$ cat src/irpw_pkg.sv
// Shared types and constants for the IR pulse-width transmitter.
`timescale 1ns / 1ps
package irpw_pkg;

  localparam int MAX_BITS = 20;
  localparam int CODE_W   = 20;
  localparam int BITS_W   = 5;
  localparam int REPS_W   = 4;
  localparam int PERIOD_W = 16;
  localparam int LEN_W    = 10;
  localparam int CFG_IDX_W  = 3;
  localparam int CFG_DATA_W = 16;

  localparam int Q_DEPTH = 2;
  localparam int QPTR_W  = $clog2(Q_DEPTH);
  localparam int QCNT_W  = $clog2(Q_DEPTH + 1);

  localparam logic [CFG_IDX_W-1:0] REG_BIT_COUNT     = 3'd0;
  localparam logic [CFG_IDX_W-1:0] REG_FRAME_REPEATS = 3'd1;
  localparam logic [CFG_IDX_W-1:0] REG_FRAME_PERIOD  = 3'd2;
  localparam logic [CFG_IDX_W-1:0] REG_LEADER        = 3'd3;
  localparam logic [CFG_IDX_W-1:0] REG_ONE_MARK      = 3'd4;
  localparam logic [CFG_IDX_W-1:0] REG_ZERO_MARK     = 3'd5;
  localparam logic [CFG_IDX_W-1:0] REG_SPACE         = 3'd6;

  localparam logic FUNC_TICK  = 1'b0;
  localparam logic FUNC_START = 1'b1;

  typedef struct packed {
    logic              func;
    logic [CODE_W-1:0] code;
  } in_beat_t;

  typedef struct packed {
    logic ir_out;
    logic busy_res;
    logic start_taken;
  } out_beat_t;

  typedef struct packed {
    logic              is_start;
    logic [CODE_W-1:0] code;
  } cmd_t;

  typedef struct packed {
    logic [BITS_W-1:0]   bit_count;
    logic [REPS_W-1:0]   frame_repeats;
    logic [PERIOD_W-1:0] frame_period_ticks;
    logic [LEN_W-1:0]    leader_ticks;
    logic [LEN_W-1:0]    one_mark_ticks;
    logic [LEN_W-1:0]    zero_mark_ticks;
    logic [LEN_W-1:0]    space_ticks;
  } cfg_regs_t;

endpackage

$ cat src/irpw_front.sv
// Front end: classify input beats and queue them for the sequencer.
`timescale 1ns / 1ps
module irpw_front (
  input  logic              clk,
  input  logic              rst_n,
  input  logic              in_valid,
  output logic              in_stall,
  input  irpw_pkg::in_beat_t in_data,
  output logic              q_valid,
  input  logic              q_pop,
  output irpw_pkg::cmd_t    q_data
);
  import irpw_pkg::*;

  cmd_t              q_mem [Q_DEPTH];
  logic [QPTR_W-1:0] wr_ptr_r, wr_ptr_nxt;
  logic [QPTR_W-1:0] rd_ptr_r, rd_ptr_nxt;
  logic [QCNT_W-1:0] q_count_r, q_count_nxt;
  logic              push;
  logic              pop;
  cmd_t              cmd;

  assign in_stall = (q_count_r == QCNT_W'(Q_DEPTH));
  assign push     = in_valid && !in_stall;
  assign q_valid  = (q_count_r != '0);
  assign pop      = q_pop && q_valid;
  assign q_data   = q_mem[rd_ptr_r];

  always_comb begin
    cmd.is_start = (in_data.func == FUNC_START);
    cmd.code     = in_data.code;
  end

  always_comb begin
    wr_ptr_nxt  = wr_ptr_r;
    rd_ptr_nxt  = rd_ptr_r;
    q_count_nxt = q_count_r;
    if (push) begin
      wr_ptr_nxt = (wr_ptr_r == QPTR_W'(Q_DEPTH - 1)) ? '0 : wr_ptr_r + 1'b1;
    end
    if (pop) begin
      rd_ptr_nxt = (rd_ptr_r == QPTR_W'(Q_DEPTH - 1)) ? '0 : rd_ptr_r + 1'b1;
    end
    if (push && !pop) begin
      q_count_nxt = q_count_r + 1'b1;
    end else if (pop && !push) begin
      q_count_nxt = q_count_r - 1'b1;
    end
  end

  always_ff @(posedge clk) begin
    if (!rst_n) begin
      wr_ptr_r  <= '0;
      rd_ptr_r  <= '0;
      q_count_r <= '0;
    end else begin
      wr_ptr_r  <= wr_ptr_nxt;
      rd_ptr_r  <= rd_ptr_nxt;
      q_count_r <= q_count_nxt;
    end
  end

  always_ff @(posedge clk) begin
    if (push) begin
      q_mem[wr_ptr_r] <= cmd;
    end
  end

  a_count_bound: assert property (@(posedge clk) disable iff (!rst_n)
    q_count_r <= QCNT_W'(Q_DEPTH))
    else $error("queue count above depth");

  a_count_track: assert property (@(posedge clk) disable iff (!rst_n)
    $past(rst_n) |->
      (q_count_r == $past(q_count_r) + QCNT_W'($past(push)) - QCNT_W'($past(pop))))
    else $error("queue count does not follow push and pop");

endmodule

$ cat src/irpw_back.sv
// Back end: frame sequencer and registered result stage.
`timescale 1ns / 1ps
module irpw_back (
  input  logic                clk,
  input  logic                rst_n,
  input  irpw_pkg::cfg_regs_t cfg,
  input  logic                q_valid,
  output logic                q_pop,
  input  irpw_pkg::cmd_t      q_data,
  output logic                out_valid,
  input  logic                out_stall,
  output irpw_pkg::out_beat_t out_data
);
  import irpw_pkg::*;

  localparam logic [2:0] PH_IDLE      = 3'd0;
  localparam logic [2:0] PH_LEADER    = 3'd1;
  localparam logic [2:0] PH_LEADSPACE = 3'd2;
  localparam logic [2:0] PH_MARK      = 3'd3;
  localparam logic [2:0] PH_SPACE     = 3'd4;
  localparam logic [2:0] PH_GAP       = 3'd5;

  logic [2:0]          phase_r, phase_nxt;
  logic [LEN_W-1:0]    seg_r, seg_nxt;
  logic [PERIOD_W-1:0] frame_cnt_r, frame_cnt_nxt;
  logic [BITS_W-1:0]   bit_idx_r, bit_idx_nxt;
  logic [REPS_W-1:0]   frames_sent_r, frames_sent_nxt;
  logic [CODE_W-1:0]   code_hold_r, code_hold_nxt;
  logic                carrier_r, carrier_nxt;
  logic                out_valid_r, out_valid_nxt;
  out_beat_t           out_data_r, res;

  logic [BITS_W-1:0]   eff_bits;
  logic [REPS_W-1:0]   reps;
  logic                cur_bit;
  logic [LEN_W-1:0]    seg_len_raw;
  logic [LEN_W-1:0]    seg_len;
  logic [LEN_W-1:0]    seg_inc;
  logic [BITS_W-1:0]   bit_inc;
  logic [REPS_W-1:0]   fs_inc;
  logic                pop;

  assign pop       = q_valid && (!out_valid_r || !out_stall);
  assign q_pop     = pop;
  assign out_valid = out_valid_r;
  assign out_data  = out_data_r;

  assign eff_bits = (cfg.bit_count > BITS_W'(MAX_BITS)) ? BITS_W'(MAX_BITS) : cfg.bit_count;
  assign reps     = (cfg.frame_repeats == '0) ? REPS_W'(1) : cfg.frame_repeats;
  assign cur_bit  = (bit_idx_r >= BITS_W'(CODE_W)) ? 1'b0 : code_hold_r[bit_idx_r];
  assign seg_inc  = seg_r + 1'b1;
  assign bit_inc  = bit_idx_r + 1'b1;
  assign fs_inc   = frames_sent_r + 1'b1;

  always_comb begin
    unique case (phase_r)
      PH_LEADER: seg_len_raw = cfg.leader_ticks;
      PH_MARK:   seg_len_raw = cur_bit ? cfg.one_mark_ticks : cfg.zero_mark_ticks;
      default:   seg_len_raw = cfg.space_ticks;
    endcase
    seg_len = (seg_len_raw == '0) ? LEN_W'(1) : seg_len_raw;
  end

  always_comb begin
    phase_nxt       = phase_r;
    seg_nxt         = seg_r;
    frame_cnt_nxt   = frame_cnt_r;
    bit_idx_nxt     = bit_idx_r;
    frames_sent_nxt = frames_sent_r;
    code_hold_nxt   = code_hold_r;
    carrier_nxt     = carrier_r;
    res             = '0;

    if (q_data.is_start) begin
      if (phase_r == PH_IDLE) begin
        code_hold_nxt   = q_data.code;
        frames_sent_nxt = '0;
        phase_nxt       = PH_LEADER;
        seg_nxt         = '0;
        frame_cnt_nxt   = '0;
        bit_idx_nxt     = '0;
        res.start_taken = 1'b1;
      end
      res.ir_out   = carrier_r;
      res.busy_res = 1'b1;
    end else if (phase_r != PH_IDLE) begin
      res.busy_res = 1'b1;
      if (phase_r == PH_LEADER || phase_r == PH_MARK) begin
        res.ir_out = ~seg_r[0];
      end
      carrier_nxt = res.ir_out;
      if (frame_cnt_r != '1) begin
        frame_cnt_nxt = frame_cnt_r + 1'b1;
      end
      if (phase_r != PH_GAP) begin
        seg_nxt = seg_inc;
        if (seg_inc >= seg_len) begin
          seg_nxt = '0;
          unique case (phase_r)
            PH_LEADER: phase_nxt = PH_LEADSPACE;
            PH_MARK:   phase_nxt = PH_SPACE;
            PH_LEADSPACE: begin
              bit_idx_nxt = '0;
              if (eff_bits == '0) begin
                frames_sent_nxt = fs_inc;
                phase_nxt = (fs_inc >= reps) ? PH_IDLE : PH_GAP;
              end else begin
                phase_nxt = PH_MARK;
              end
            end
            default: begin
              bit_idx_nxt = bit_inc;
              if (bit_inc < eff_bits) begin
                phase_nxt = PH_MARK;
              end else begin
                frames_sent_nxt = fs_inc;
                phase_nxt = (fs_inc >= reps) ? PH_IDLE : PH_GAP;
              end
            end
          endcase
        end
      end
      if (phase_nxt == PH_GAP && frame_cnt_nxt >= cfg.frame_period_ticks) begin
        phase_nxt     = PH_LEADER;
        seg_nxt       = '0;
        frame_cnt_nxt = '0;
        bit_idx_nxt   = '0;
      end
    end else begin
      carrier_nxt = 1'b0;
    end
  end

  assign out_valid_nxt = pop || (out_valid_r && out_stall);

  always_ff @(posedge clk) begin
    if (!rst_n) begin
      phase_r       <= PH_IDLE;
      seg_r         <= '0;
      frame_cnt_r   <= '0;
      bit_idx_r     <= '0;
      frames_sent_r <= '0;
      code_hold_r   <= '0;
      carrier_r     <= 1'b0;
      out_valid_r   <= 1'b0;
    end else begin
      out_valid_r <= out_valid_nxt;
      if (pop) begin
        phase_r       <= phase_nxt;
        seg_r         <= seg_nxt;
        frame_cnt_r   <= frame_cnt_nxt;
        bit_idx_r     <= bit_idx_nxt;
        frames_sent_r <= frames_sent_nxt;
        code_hold_r   <= code_hold_nxt;
        carrier_r     <= carrier_nxt;
      end
    end
  end

  always_ff @(posedge clk) begin
    if (pop) begin
      out_data_r <= res;
    end
  end

  a_quiet_low: assert property (@(posedge clk) disable iff (!rst_n)
    (phase_r == PH_IDLE || phase_r == PH_GAP) |-> !carrier_r)
    else $error("pin level high outside a mark");

  a_mark_index: assert property (@(posedge clk) disable iff (!rst_n)
    (phase_r == PH_MARK) |-> (bit_idx_r < BITS_W'(MAX_BITS)))
    else $error("bit index past the last code bit during a mark");

  a_taken_busy: assert property (@(posedge clk) disable iff (!rst_n)
    (out_valid_r && out_data_r.start_taken) |-> out_data_r.busy_res)
    else $error("accepted start reported as not busy");

endmodule

$ cat src/ir_remote_pulse_width_transmitter.sv
// Top level of the IR pulse-width transmitter: configuration registers and datapath.
`timescale 1ns / 1ps
// Takes one beat per clock when not stalled and returns one result beat per input
// beat, in order. A beat passes through the two-entry input queue; the frame
// sequencer then updates its state and registers the result as it pops the beat.
// The result sits in the output register until taken, while the queue takes up to
// two more beats before it stalls the input. A tick beat advances the frame timing
// by one tick; a start beat loads a code when idle and never advances time. Write
// configuration only while no beat is in flight.
module ir_remote_pulse_width_transmitter (
  input  logic                                clk,
  input  logic                                rst_n,
  input  logic                                in_valid,
  output logic                                in_stall,
  input  irpw_pkg::in_beat_t                  in_data,
  output logic                                out_valid,
  input  logic                                out_stall,
  output irpw_pkg::out_beat_t                 out_data,
  input  logic                                cfg_we,
  input  logic [irpw_pkg::CFG_IDX_W-1:0]      cfg_index,
  input  logic [irpw_pkg::CFG_DATA_W-1:0]     cfg_wdata
);
  import irpw_pkg::*;

  cfg_regs_t cfg_r;
  logic      q_valid;
  logic      q_pop;
  cmd_t      q_data;

  always_ff @(posedge clk) begin
    if (!rst_n) begin
      cfg_r.bit_count          <= BITS_W'(12);
      cfg_r.frame_repeats      <= REPS_W'(3);
      cfg_r.frame_period_ticks <= PERIOD_W'(3750);
      cfg_r.leader_ticks       <= LEN_W'(200);
      cfg_r.one_mark_ticks     <= LEN_W'(100);
      cfg_r.zero_mark_ticks    <= LEN_W'(50);
      cfg_r.space_ticks        <= LEN_W'(50);
    end else if (cfg_we) begin
      unique case (cfg_index)
        REG_BIT_COUNT:     cfg_r.bit_count          <= cfg_wdata[BITS_W-1:0];
        REG_FRAME_REPEATS: cfg_r.frame_repeats      <= cfg_wdata[REPS_W-1:0];
        REG_FRAME_PERIOD:  cfg_r.frame_period_ticks <= cfg_wdata[PERIOD_W-1:0];
        REG_LEADER:        cfg_r.leader_ticks       <= cfg_wdata[LEN_W-1:0];
        REG_ONE_MARK:      cfg_r.one_mark_ticks     <= cfg_wdata[LEN_W-1:0];
        REG_ZERO_MARK:     cfg_r.zero_mark_ticks    <= cfg_wdata[LEN_W-1:0];
        REG_SPACE:         cfg_r.space_ticks        <= cfg_wdata[LEN_W-1:0];
        default: ;
      endcase
    end
  end

  irpw_front u_front (
    .clk      (clk),
    .rst_n    (rst_n),
    .in_valid (in_valid),
    .in_stall (in_stall),
    .in_data  (in_data),
    .q_valid  (q_valid),
    .q_pop    (q_pop),
    .q_data   (q_data)
  );

  irpw_back u_back (
    .clk       (clk),
    .rst_n     (rst_n),
    .cfg       (cfg_r),
    .q_valid   (q_valid),
    .q_pop     (q_pop),
    .q_data    (q_data),
    .out_valid (out_valid),
    .out_stall (out_stall),
    .out_data  (out_data)
  );

endmodule
$ cat config.mk
export PLATFORM = sky130hd
export DESIGN_NAME = ir_remote_pulse_width_transmitter
export DESIGN_NICKNAME = d
export VERILOG_FILES = /design/src/irpw_pkg.sv /design/src/irpw_front.sv /design/src/irpw_back.sv /design/src/ir_remote_pulse_width_transmitter.sv
export SDC_FILE = /design/constraint.sdc
export NUM_CORES = 1
export LEC_CHECK = 0
export BUFFER_PORTS_ARGS = -buffer_cell sky130_fd_sc_hd__buf_4
export CAP_MARGIN = 20
export CORE_MARGIN = 4
export CORE_UTILIZATION = 45
export DETAILED_ROUTE_END_ITERATION = 8
export GPL_TIMING_DRIVEN = 1
export PLACE_DENSITY_LB_ADDON = 0.1
export SKIP_CTS_REPAIR_TIMING = 1
export SYNTH_ARGS = -nofsm -noshare
export SYNTH_HDL_FRONTEND = slang
export SYNTH_HIERARCHICAL = 1
export SYNTH_SLANG_ARGS = --single-unit
$ cat constraint.sdc
create_clock -name clk -period 11.4 [get_ports clk]
set_input_delay 1.14 -clock clk [delete_from_list [all_inputs] [get_ports clk]]
set_output_delay 1.14 -clock clk [all_outputs]
set_load 0.01 [all_outputs]
* Word level (Yosys, flattened, before mapping)
Memories as Yosys holds them, arrays and structs flattened. A register that Yosys moved wholly into a read port is not among the register bits. Index checks and enable logic that the tools add are counted.
Storage, ports and cells: bits in registers 132, latch bits 0, memory bits (writable) 42, bits in read-only memories 0, input port bits 45, output and inout bits 5, logic and storage cells 160, memories 1
Memories:
- u_front.q_mem | depth 2, width 21, rd ports 1, clocked after Yosys merged registers in 1, write ports 1, RTL line irpw_front.sv:15 | cmd_t q_mem [Q_DEPTH];
Operators by class: $add $sub $neg 8, multipliers 0, divide/modulo/power cells 0, order comparisons 7, eq/ne operators 18, shift-type cells 0, multiplexer cells 61, bitwise operators 2, reductions and logical operators 42
Operators with widths (count):
- $mux W16 | 7
- $mux W10 | 8
- $mux W5 | 7
- $mux W3 | 11
- $mux W4 | 8
- $pmux W10 S2 | 1
- $add A16 B1 Y16 const B | 1
- $ge A16 B16 Y1 | 1
- $ne A16 B16 Y1 const B | 1
- $reduce_and A2 Y1 | 8
- $eq A3 B2 Y1 const B | 4
- $eq A3 B3 Y1 const B | 4
- $mux W1 | 11
- $add A10 B1 Y10 const B | 1
- $ge A10 B10 Y1 | 1
- $logic_not A10 Y1 | 1
- $pmux W5 S2 | 1
- $reduce_bool A2 Y1 | 5
- $pmux W3 S3 | 1
- $reduce_bool A3 Y1 | 3
- $mux W2 | 4
- $pmux W4 S2 | 1
- $reduce_and A8 Y1 | 1
- $logic_and A1 B1 Y1 | 7
- other kinds (27) | 40

* Longest topological paths before layout
Gate-level depths: netlist of run 1.
depth after elaboration 17, mapped depth 20, gate-level depth less buffers 17

* Hierarchy
Netlist of run 1, hierarchy kept.
Modules (own cells, without submodules):
- irpw_back | times used 1, cells an instance 574, area each 4564.4 µm²
- ir_remote_pulse_width_transmitter | times used 1, cells an instance 245, area each 2538.7 µm²
- irpw_front | times used 1, cells an instance 90, area each 1744.2 µm²

* Least setup slack after synthesis of run 1
OpenSTA, ideal clock, no wires.
path kind register -> register, from register u_back.bit_idx_r[1], to register u_back.frame_cnt_r[1], library setup time 0.070 ns, data arrival time 3.826 ns, data required time 11.330 ns, slack 7.504 ns, stages on the path, launching flop included 21, path buffers 3, clock period less this slack 3.896 ns, cell sequence dfxtp_1 > buf_6 > mux4_2 > or2_0 > a31oi_1 > o21ai_1 > buf_6 > mux2i_1 > o21a_2 > nand4bb_1 > o31ai_1 > ha_1 > nand2b_1 > a21oi_1 > o21ai_0 > a21oi_1 > a211oi_2 > o311ai_4 > o21ai_2 > buf_4 > a21oi_1
On the way: word-level cells in the longest chain between the ends 17, elaborated cells between the ends (all ways) 22, classes of those cells add/sub (1); order compare (3); eq/ne (1); mux (15); reduce/logical (2)
Ends and longest elaborated chain:
- start: declaration | RTL line irpw_back.sv:26 | logic [BITS_W-1:0] bit_idx_r, bit_idx_nxt;
- start signal: assignment | RTL line irpw_back.sv:152 | bit_idx_r <= bit_idx_nxt;
- $bmux W1 S5 | RTL line irpw_back.sv:50 | assign cur_bit = (bit_idx_r >= BITS_W'(CODE_W)) ? 1'b0 : code_hold_r[bit_idx_r];
- $mux W1 (implied by the code) | RTL line irpw_back.sv:50
- $mux W1 | RTL line irpw_back.sv:50
- $mux W10 | RTL line irpw_back.sv:58 | PH_MARK: seg_len_raw = cur_bit ? cfg.one_mark_ticks : cfg.zero_mark_ticks;
- $pmux W10 S2 | RTL line irpw_back.sv:56 | unique case (phase_r)
- $logic_not A10 Y1 | RTL line irpw_back.sv:61 | seg_len = (seg_len_raw == '0) ? LEN_W'(1) : seg_len_raw;
- $mux W10 | RTL line irpw_back.sv:61
- $ge A10 B10 Y1 | RTL line irpw_back.sv:97 | if (seg_inc >= seg_len) begin
- $mux W3 (*) | RTL line irpw_back.sv:97
- $mux W3 (*) | RTL line irpw_back.sv:95 | if (phase_r != PH_GAP) begin
- $mux W3 (*) | RTL line irpw_back.sv:86 | end else if (phase_r != PH_IDLE) begin
- $mux W3 (*) | RTL line irpw_back.sv:74 | if (q_data.is_start) begin
- $eq A3 B3 Y1 (*) | RTL line irpw_back.sv:123 | if (phase_nxt == PH_GAP && frame_cnt_nxt >= cfg.frame_period_ticks) begin
- $logic_and A1 B1 Y1 (*) | RTL line irpw_back.sv:123
- $mux W16 (*) | RTL line irpw_back.sv:123
- $mux W16 (*) | RTL line irpw_back.sv:86
- $mux W16 (*) | RTL line irpw_back.sv:74
- end signal: assignment | RTL line irpw_back.sv:151 | frame_cnt_r <= frame_cnt_nxt;
- end: declaration | RTL line irpw_back.sv:25 | logic [PERIOD_W-1:0] frame_cnt_r, frame_cnt_nxt;
Mark *: on every way between the ends. The rest lies on a longest branch, timed or not. The select of a mux whose other input is x is not followed. A chain may end at the register's enable or synchronous reset.

* Worst setup path after layout of run 1
from register u_back.bit_idx_r[0], to register u_back.frame_cnt_r[13]
The elaborated chain is that of the path after synthesis.

==> key figures, run 1 <==
CTS
  – CTS buffer count: 17
  – Clock Sinks: 175
  – Clk buf depth: 2
  – Clock latency on the worst-skew pair: 430 ps
  – CTS clk-pin slew, worst paths: 80 ps
  – Clk root buf: clkbuf_16
  – CTS tree: done
  – H-tree depth: 4

Critical path
  – Reg2reg start: u_back/bit_idx_r[0]
  – Critical Path, Cell by Cell: mux4_1 > and3_1 > a31oi_1 > o21ai_1 > buf_4 > mux2i_1 > o21a_2 > nand4bb_1 > o31ai_1 > ha_1 > nand2b_1 > a21oi_1 > o21ai_0 > a21oi_1 > a211oi_2 > o311ai_4 > o21ai_2 > nor3_1
  – WP data required: 11760 ps
  – CP endpoint kind: flop
  – CP Data Arrival Time: about 5200 ps
  – Critical R2R Capture: u_back/frame_cnt_r[13]
  – Crit-path max FO: 14
  – CP peak stage delay: 610 ps
  – Crit path top cell by count: a21oi_1
  – CP Class: flop to flop
  – CP Launch Type: flop
  – R2R cell count: 18
  – Reg2Reg Setup Slack: between 6000 and 7000 ps
  – CP max-delay cell: mux4_1

Final layout
  – Multi-input gate area: approximately 0.0045 mm²
  – ANT cells: 0
  – Fillcell total: 1821
  – Syn-to-layout area delta: 12.6%
  – Register area: 0.00395 mm²
  – Nets: approximately 1000
  – Layout cells sized above 1: 0.135
  – Util after Layout: 0.514

Power and ir drop
  – Clk pwr share: 0.341
  – Sw Ratio: 0.311
  – Pwr Density: 169 mW/mm²
  – Peak supply drop: 113 µV
  – Sequential Power Share: 0.446
  – Sw power: 0.524 mW
  – Leakage power: 4.08 nW
  – Internal: 1.16 mW
  – Combinational power share: 0.213

Logic synthesis
  – Asr flop ratio synth: 0
  – Top cells by area, synth: dfxtp_1 29%, edfxtp_1 15%, mux2i_1 9.2%
  – Area leader, netlist: dfxtp_1
  – Seq/Total Area, Yosys: 0.447
  – Syn avg cell area: between 9 and 10 µm²
  – Post-Synthesis Cells: 909
  – Post-synth EDFFs: 45
  – FF+latch count, synth: 175
  – Primary FF master, synth: dfxtp_1
  – Synthesis Warnings: 6
  – Top-count cell post-synth: nand2_1
  – Synth top area share: 0.294
  – Mapped cell area: 0.00885 mm²
  – Most frequent cells after synthesis: 143 x nand2_1, 130 x dfxtp_1, 81 x mux2i_1
  – Synth cell types: 69
  – Syn Nets: 996

Placed design
  – Final Wtd Congestion: 0.785
  – Dpl hpwl: 13700 µm
  – I/O Buffers: 49

Die
  – Die area: 0.0220 mm²
  – Initial Util: 0.456
  – Number of I/O pins: 50
  – Die Y: between 100 and 150 µm
  – Horiz. Die Dim: 148 µm
  – Row count: 51
  – Area of the core: just under 0.02 mm²

Min path
  – Worst hold stages: 2
  – Hold EP: u_back/code_hold_r[14]
  – Hold Startpoint: u_back/code_hold_r[14]
  – Hold WC Path Type: flop to flop

Timing
  – Final min period: 4790 ps
  – Setup repair after global routing missed its margin: no
  – Fmax: roughly 0.21 GHz
  – Hold WS: 454 ps
  – Slew @ Worst Pin: ~1100 ps
  – Final Skew: approximately 15 ps
  – Final Setup Violations: 0
  – Setup TNS: 0 ps
  – Final hold vios: 0
  – Final Slew Violations: 0
  – Final period utilization: 0.421
  – Relative slew slack: 0.291

Global route
  – Grt total ovfl: 0
  – Largest net degree at the start of global routing: 90
  – First-pass GRT wire length: 31800 µm
  – Initial antenna violation count: 0
  – Vias in the first global route: around 6000
  – Total track usage: 0.180

Flow run
  – Maxcap violations: 0

Detailed routing
  – DRT Pass-1 Iters: 5
  – Routed WL: 19200 µm
  – WL/cell: ~16 µm
  – Antenna-violating nets left: 0
  – Initial DRC Count: 344
  – Via-to-Cell Ratio: a little over 5
  – # DRC: 0
  – Via count: 6308

Outcome
  – Outcome: finished clean
layout by cell type (no fill, tap or decap), types with 6 or more instances in the layout:
cell and count:
nand2_1 143, dfxtp_1 130, mux2i_1 81, buf_4 56, a21oi_1 52, edfxtp_1 45, ha_1 42, nor2b_1 40
nor2_1 38, inv_1 37, nand3_1 26, xnor2_1 23, mux2_2 23, o21ai_0 18, clkbuf_16 17, xor2_1 14
and3_1 11, o21a_1 10, a21o_1 9, nand2b_1 8, nor3b_1 8, nand4_1 8, nor3_1 7, o22ai_1 7
and2_1 6, a22o_1 6
layout make-up:
| cell class | instances | share of cell area |
|---|---|---|
| clock inverters | 14 | 0.0153 |
| well taps | 265 | 0.0333 |
| flip-flops and latches | 175 | 0.397 |
| multi-input cells | 650 | 0.455 |
| repair buffers | 56 | 0.0422 |
| clock buffers | 18 | 0.0431 |
| inverters | 38 | 0.0143 |
per-stage QoR:
stage | power [mW] | std cells | worst slack, ps | cell area [µm²]
after floorplan | 1.02 | 909 | 7500 | 8850
after global placement | 1.13 | 1184 | 6700 | 9380
after detailed placement | 1.13 | 1184 | 6580 | 9380
after CTS | 1.71 | 1216 | 6570 | 9970
after global routing | 1.78 | 1216 | 6150 | 9970
final | 1.69 | 1216 | 6610 | 9970
flip-flops by register name (all words and copies together) (netlist names), named ones only:
name / flops
u_front/rd_ptr_r: 1
u_back/out_data: 3
u_back/carrier_r: 1
cfg_r: 65
u_back/out_valid: 1
u_front/q_mem: 42
u_back/code_hold_r: 20
u_back/phase_r: 3
u_back/bit_idx_r: 5
u_back/seg_r: 10
u_front/wr_ptr_r: 1
u_back/frame_cnt_r: 16
u_front/q_count_r: 2
u_back/frames_sent_r: 4
worst max-delay path: cells and delay by family (launching register included):
kind / cells / cell delay (ps)
compound gates: 10 / 2220
mux: 2 / 780
flops: 1 / 600
fa+ha+maj: 1 / 260
buf+inv: 1 / 200
simple gates: 4 / 660
worst max-delay path by stage:
stage	startpoint	slack, ps	end	cells past startpoint
floorplan	u_back/bit_idx_r[1]	7500	u_back/frame_cnt_r[1]	20
global placement	u_back/bit_idx_r[0]	6700	u_back/frame_cnt_r[13]	18
detailed placement	u_back/bit_idx_r[0]	6580	u_back/frame_cnt_r[13]	18
CTS	u_back/bit_idx_r[0]	6570	u_back/frame_cnt_r[13]	18
global route	u_back/bit_idx_r[0]	6150	u_back/frame_cnt_r[13]	18
finish	u_back/bit_idx_r[0]	6610	u_back/frame_cnt_r[13]	18
logic make-up after synthesis:
kind of cell,after synthesis,synth area share
AO/OA/AOI/OAI,142,0.106
buffers and inverters,84,0.0410
flip-flops,175,0.447
multiplexers,108,0.132
XOR/XNOR,37,0.0366
adder cells (fa/ha/maj),42,0.0594
AND/OR/NAND/NOR,321,0.178
power by group through the flow:
| stage | sequential (mW) | combinational (mW) | clock [mW] |
|---|---|---|---|
| 6_report | 0.752 | 0.359 | 0.576 |
| 3_3_place_gp | 0.766 | 0.360 | 0 |
| 5_1_grt | 0.760 | 0.405 | 0.614 |
| 3_5_place_dp | 0.766 | 0.362 | 0 |
| 4_1_cts | 0.753 | 0.364 | 0.590 |
| 2_1_floorplan | 0.742 | 0.278 | 0 |
layer usage:
layer / vias up / part of all wire / global-route usage / wire (µm)
li1: 3252 / - / - / -
met2: 60 / 0.47 / 0.287 / 9040
met5: - / 0 / 0 / 0
met3: 13 / 0.024 / 0.0329 / 453
met4: 0 / 0.011 / 0.0471 / 216
met1: 2983 / 0.49 / 0.253 / 9510
Note: power is estimated with default switching activity, not from simulation.
==> run 2: changes to the inputs <==
- clock period: 11.4 -> 4.55 ns (I/O delays scaled with it)
==> run 2 against run 1 <==
Utilization is 0.77 points higher. Sequential share of layout area decreased by 0.58 points. First-iteration DRC count fell by 23%. Non-clock buffer count rose by 13. Worst setup slack worse by 6300 ps. Highest routed layer unchanged. Sequential power increased by 140%. Critical path type unchanged.
==> key figures, run 2 (same netlist as run 1, synthesis figures left out) <==
Outcome
  – Outcome: finished clean

Critical path
  – Crit-path max FO: 10 (-4)
  – Critical Path, Cell by Cell: mux4_1 > and3_1 > a31oi_1 > o21ai_1 > buf_4 > mux2i_1 > o21a_2 > nand4bb_1 > o31ai_1 > ha_1 > nand2b_1 > a21oi_1 > o21ai_0 > a21oi_2 > a211oi_2 > o311ai_4 > buf_4 > a21oi_2 > o32ai_1
  – CP Data Arrival Time: 4590 ps (-560 ps)
  – CP Launch Type: flop
  – WP data required: 4880 ps (-6880 ps)
  – R2R cell count: 19 (+1)
  – CP peak stage delay: 550 ps (-60 ps)
  – Reg2Reg Setup Slack: 300 ps (-6310 ps)
  – Reg2reg start: u_back/bit_idx_r[0]
  – Critical R2R Capture: u_back/bit_idx_r[1]
  – CP endpoint kind: flop
  – Buf/Inv on CP: 2 (+1)
  – Crit-path leading delay family: compound AO/OA/AOI/OAI gates
  – CP max-delay cell: mux4_1
  – CP Class: flop to flop

Timing
  – Final hold vios: 0 (unchanged)
  – Final Setup Violations: 0 (unchanged)
  – Final Slew Violations: 0 (unchanged)
  – Fmax: 0.235 GHz (+13%)
  – Final min period: 4250 ps (-540 ps)
  – Final period utilization: 0.935 (+0.515)
  – Final Skew: 12.2 ps (-2.82 ps)
  – Slew @ Worst Pin: 1070 ps (+7.70 ps)
  – Final worst setup slack: 295 ps (-6310 ps)
  – Setup repair after global routing missed its margin: no
  – Setup TNS: 0 ps (unchanged)
  – Relative slew slack: 0.286 (-0.00513)

Placed design
  – Final Wtd Congestion: 0.795 (+1.3%)
  – I/O Buffers: 49 (unchanged)
  – Dpl hpwl: 13700 µm (+0.36%)
  – Place WS: 378 ps (-6200 ps)
  – Post-DP Area: 0.00949 mm² (+1.2%)
  – Placed Cells: 1197 (+1.1%)

Final layout
  – Commonest non-fill, non-tap cells in the layout: 143 x nand2_1, 130 x dfxtp_1, 81 x mux2i_1
  – Layout cells sized above 1: 0.146 (+0.0117)
  – Layout Cells excl Fill: 1229 (+1.1%)
  – Largest Register: cfg_r
  – Final instance area: 0.0101 mm² (+1.5%)
  – Biggest regs: cfg_r x65, u_front/q_mem x42, u_back/code_hold_r x20
  – Syn-to-layout area delta: 14.3%
  – Fillcell total: 1854 (+1.8%)
  – Nets: 1038 (+1.3%)
  – ANT cells: 0 (unchanged)
  – Max reg flops: 65 (unchanged)
  – Commonest non-fill, non-tap cell in the layout: nand2_1

Detailed routing
  – # DRC: 0 (unchanged)
  – Via count: 6364 (+0.89%)
  – DRT Pass-1 Iters: 5 (unchanged)
  – Initial DRC Count: 265 (-23%)
  – Routed WL: 19200 µm (about the same)
  – DR WL met3: 480 µm (+6.0%)
  – WL/cell: 15.6 µm (-1.2%)
  – Wl on met1: 9720 µm (+2.2%)
  – Antenna-violating nets left: 0 (unchanged)
  – Top Layer Used: met4
  – Via-to-Cell Ratio: 5.18 (-0.18%)
  – Met2 wire length: 8730 µm (-3.4%)

Power and ir drop
  – Pwr Density: 430 mW/mm² (+150%)
  – Peak supply drop: 270 µV (+140%)
  – Leakage power: 4.17 nW (+2.3%)
  – Total Power: 4.35 mW (+160%)

CTS
  – CTS tree: done
  – Clock latency on the worst-skew pair: 430 ps (about the same)
  – CTS buffer count: 17 (unchanged)
  – H-tree depth: 4 (unchanged)
  – Clk buf depth: 2 (unchanged)
  – CTS clk-pin slew, worst paths: 70 ps (about the same)
  – Clk root buf: clkbuf_16
  – Clock Sinks: 175 (unchanged)

Global route
  – Initial antenna violation count: 0 (unchanged)
  – Total track usage: 0.183 (+0.00321)
  – Vias in the first global route: 6383 (+3.3%)
  – Grt total ovfl: 0 (unchanged)
  – First-pass GRT wire length: 32500 µm (+2.2%)
  – Largest net degree at the start of global routing: 74 (-18%)

Min path
  – Hold WC Path Type: primary input to flop
  – Hold EP: u_front/q_mem[1][12]
  – Worst hold stages: 1 (-1)
  – Hold Startpoint: in_data[12]

Die
  – Number of I/O pins: 50 (unchanged)
  – Horiz. Die Dim: 148 µm (unchanged)
  – Die Y: 148 µm (unchanged)
  – Die area: 0.0220 mm² (unchanged)
  – Area of the core: 0.0194 mm² (unchanged)
  – Initial Util: 0.456 (unchanged)
  – Row count: 51 (unchanged)

Flow run
  – Maxcap violations: 0 (unchanged)
[run 2: changes by cell type in the layout (fill, tap and decap cells not counted), sizes merged]
cell,before,now
clkinvlp,4,2
buf,56,69
bufinv,1,3
[run 2: cell type report]
cell class / count / area [µm²] / area share
Sequential cell: 175 / 3950 / 0.391
Clock buffer: 18 / 429 / 0.0424
Timing Repair Buffer: 69 / 531 / 0.0524
Clock inverter: 14 / 180 / 0.0178
Tap cell: 265 / 332 / 0.0328
Inverter: 38 / 143 / 0.0141
Multi-Input combinational cell: 650 / 4550 / 0.450
[run 2: stage by stage]
step	utilization	hold slack, ps
2_1_floorplan	-	430
3_3_place_gp	0.489	442
3_5_place_dp	0.489	445
4_1_cts	0.521	185
5_1_grt	0.521	180
6_report	0.521	206
[run 2: worst max path at each step]
stage | startpoint | to | cells past startpoint
after global placement | u_back/bit_idx_r[0] | u_back/bit_idx_r[1] | 19
after floorplan | u_back/bit_idx_r[1] | u_back/frame_cnt_r[1] | 20
after global routing | u_back/bit_idx_r[0] | u_back/bit_idx_r[0] | 19
after detailed placement | u_back/bit_idx_r[0] | u_back/frame_cnt_r[13] | 18
final | u_back/bit_idx_r[0] | u_back/bit_idx_r[1] | 19
after CTS | u_back/bit_idx_r[0] | u_back/frame_cnt_r[13] | 18
[run 2: per-layer routing]
metal	track usage	up-vias
li1	-	3279
met1	0.259	2982
met2	0.287	84
met3	0.0350	19
met4	0.0531	0
met5	0	-
[run 2: worst register-to-register path: cells and delay by family (launching register included)]
kind	cells	cell delay [ps]
AO/OA/AOI/OAI	11	1980
multiplexers	2	710
buffers and inverters	2	440
AND/OR/NAND/NOR	3	430
flip-flops	1	340
adder cells (fa/ha/maj)	1	270
[run 2: where the power goes]
group	leakage [nW]	internal, mW	switching (mW)
logic	2.40	0.411	0.573
registers	1.47	1.76	0.0849
clock network	0.293	0.877	0.646
total	4.17	3.05	1.30
==> run 3: changes to the inputs <==
- CORE_ASPECT_RATIO: default -> 2
- MAX_ROUTING_LAYER: default -> met4
==> run 3 against run 2 <==
Clock power about the same. Register-to-register slack about the same. Wire length increased by 6.5%. Flip-flop and latch count unchanged. Critical path depth increased by 1. Clock-buffer cell count increased by 6. Utilization increased by 0.34 points. Sequential share of layout area decreased by 0.18 points. Via count increased by 1.3%.
==> key figures, run 3 (same netlist as run 1, synthesis figures left out) <==
Outcome
  – Outcome: finished clean

Final layout
  – Register area: 0.00396 mm² (about the same)
  – Util after Layout: 0.525 (+0.00339)
  – Nets: 1040 (+0.19%)
  – Layout Cells excl Fill: 1225 (-0.33%)
  – Multi-input gate area: 0.00456 mm² (+0.19%)
  – ANT cells: 0 (unchanged)
  – Max reg flops: 65 (unchanged)
  – Largest Register: cfg_r
  – Biggest regs: cfg_r x65, u_front/q_mem x42, u_back/code_hold_r x20
  – Layout cells sized above 1: 0.149 (+0.00280)
  – Commonest non-fill, non-tap cells in the layout: 143 x nand2_1, 129 x dfxtp_1, 81 x mux2i_1
  – Fillcell total: 1806 (-2.6%)
  – Commonest non-fill, non-tap cell in the layout: nand2_1
  – Final instance area: 0.0102 mm² (+0.49%)
  – Syn-to-layout area delta: 14.9%

Critical path
  – CP endpoint kind: flop
  – CP Launch Type: flop
  – CP Data Arrival Time: 4610 ps (+20 ps)
  – Critical R2R Capture: u_back/bit_idx_r[0]
  – Reg2reg start: u_back/bit_idx_r[0]
  – Crit-path max FO: 10 (unchanged)
  – Reg2Reg Setup Slack: 290 ps (about the same)
  – R2R cell count: 20 (+1)
  – Critical Path Start: u_back/bit_idx_r[0]
  – CP Class: flop to flop
  – WP data required: 4900 ps (+20 ps)

Detailed routing
  – Met2 wire length: 11900 µm (+36%)
  – WL/cell: 16.7 µm (+6.8%)
  – Routed WL: 20400 µm (+6.5%)
  – Via count: 6448 (+1.3%)
  – Top Layer Used: met4
  – Wl on met1: 7240 µm (-25%)
  – DRT Pass-1 Iters: 5 (unchanged)
  – # DRC: 0 (unchanged)
  – Antenna-violating nets left: 0 (unchanged)
  – Via-to-Cell Ratio: 5.26 (+1.7%)
  – DR WL met3: 410 µm (-15%)
  – Initial DRC Count: 196 (-26%)

Placed design
  – Placed Cells: 1191 (-0.50%)
  – Place WS: 207 ps (-170 ps)
  – Post-DP Area: 0.00949 mm² (about the same)
  – Dpl hpwl: 15200 µm (+11%)
  – I/O Buffers: 49 (unchanged)
  – Final Wtd Congestion: 0.824 (+3.7%)

Global route
  – Initial antenna violation count: 0 (unchanged)
  – Grt total ovfl: 0 (unchanged)
  – Largest net degree at the start of global routing: 53 (-28%)
  – Vias in the first global route: 6657 (+4.3%)
  – Total track usage: 0.200 (+0.0168)
  – First-pass GRT wire length: 32900 µm (+1.3%)

Min path
  – Hold Startpoint: in_data[11]
  – Worst hold stages: 1 (unchanged)
  – Hold WC Path Type: primary input to flop
  – Hold EP: u_front/q_mem[1][11]

Timing
  – Final Skew: 12.3 ps (+0.106 ps)
  – Fmax: 0.235 GHz (about the same)
  – Setup repair after global routing missed its margin: no
  – Final Slew Violations: 0 (unchanged)
  – Final Setup Violations: 0 (unchanged)
  – Final worst setup slack: 291 ps (-3.60 ps)
  – Final period utilization: 0.936 (about the same)
  – Final min period: 4260 ps (+3.60 ps)
  – Relative slew slack: 0.324 (+0.0378)
  – Slew @ Worst Pin: 1010 ps (-56.7 ps)
  – Hold WS: 206 ps (-0.103 ps)
  – Setup TNS: 0 ps (unchanged)
  – Final hold vios: 0 (unchanged)

Power and ir drop
  – Peak supply drop: 326 µV (+20%)
  – Total Power: 4.36 mW (+0.18%)
  – Leakage power: 4.20 nW (+0.76%)
  – Pwr Density: 429 mW/mm² (-0.31%)

CTS
  – CTS clk-pin slew, worst paths: 70 ps (about the same)
  – CTS tree: done
  – Clk root buf: clkbuf_16
  – Clk buf depth: 2 (unchanged)
  – Clock latency on the worst-skew pair: 440 ps (about the same)
  – CTS buffer count: 17 (unchanged)
  – H-tree depth: 4 (unchanged)
  – Clock Sinks: 175 (unchanged)

Flow run
  – Maxcap violations: 0 (unchanged)

Die
  – Number of I/O pins: 50 (unchanged)
  – Die area: 0.0221 mm² (+0.62%)
  – Area of the core: 0.0194 mm² (-0.15%)
  – Horiz. Die Dim: 107 µm (-28%)
  – Die Y: 206 µm (+39%)
  – Row count: 72 (+41%)
  – Initial Util: 0.457 (+0.000707)
[run 3: cell count changes in the layout (fill, tap and decap cells not counted), sizes merged]
cell,change
clkinvlp,-1
clkinv,+1
bufinv,-1
clkbuf,+6
buf,+2
inv,-5
[run 3: critical path: stages, from the launching register on]
cell and delay (ps):
dfxtp_2 390, mux4_1 540, and3_1 180, a31oi_1 150, o21ai_1 80, buf_4 200, mux2i_1 180, o21a_2 150
nand4bb_1 120, o31ai_1 270, ha_1 260, nand2b_1 140, a21oi_1 130, o21ai_0 80, a21oi_1 160, buf_4 170
a211oi_2 70, o311ai_4 380, buf_6 170, nand3_1 160, o22ai_1 190
[run 3: where the power goes]
part / total [mW] / leakage, nW / switching, mW / internal (mW)
Sequential: 1.84 / 1.48 / 0.0800 / 1.76
Combinational: 1.01 / 2.42 / 0.583 / 0.423
Clock: 1.51 / 0.304 / 0.603 / 0.910
[run 3: layer usage]
metal,up-vias,GRT usage
met2,88,0.387
met3,33,0.0338
li1,3272,-
met1,3055,0.180
met5,-,-
met4,0,0.106
[run 3: worst max-delay path by stage]
stage / cells past startpoint / to / slack, ps
after floorplan: 20 / u_back/frame_cnt_r[1] / 650
final: 20 / u_back/bit_idx_r[0] / 290
after global placement: 19 / u_back/frame_cnt_r[13] / 280
after global routing: 20 / u_back/bit_idx_r[0] / 10
after detailed placement: 19 / u_back/frame_cnt_r[13] / 210
after CTS: 19 / u_back/frame_cnt_r[13] / 130
[run 3: final cells by class]
class / count / share of cell area
multi-input combinational: 650 / 0.448
sequential: 175 / 0.389
inverter: 38 / 0.0140
timing repair buffer: 71 / 0.0560
tap: 259 / 0.0319
clock buffer: 24 / 0.0510
clock inverter: 8 / 0.00985
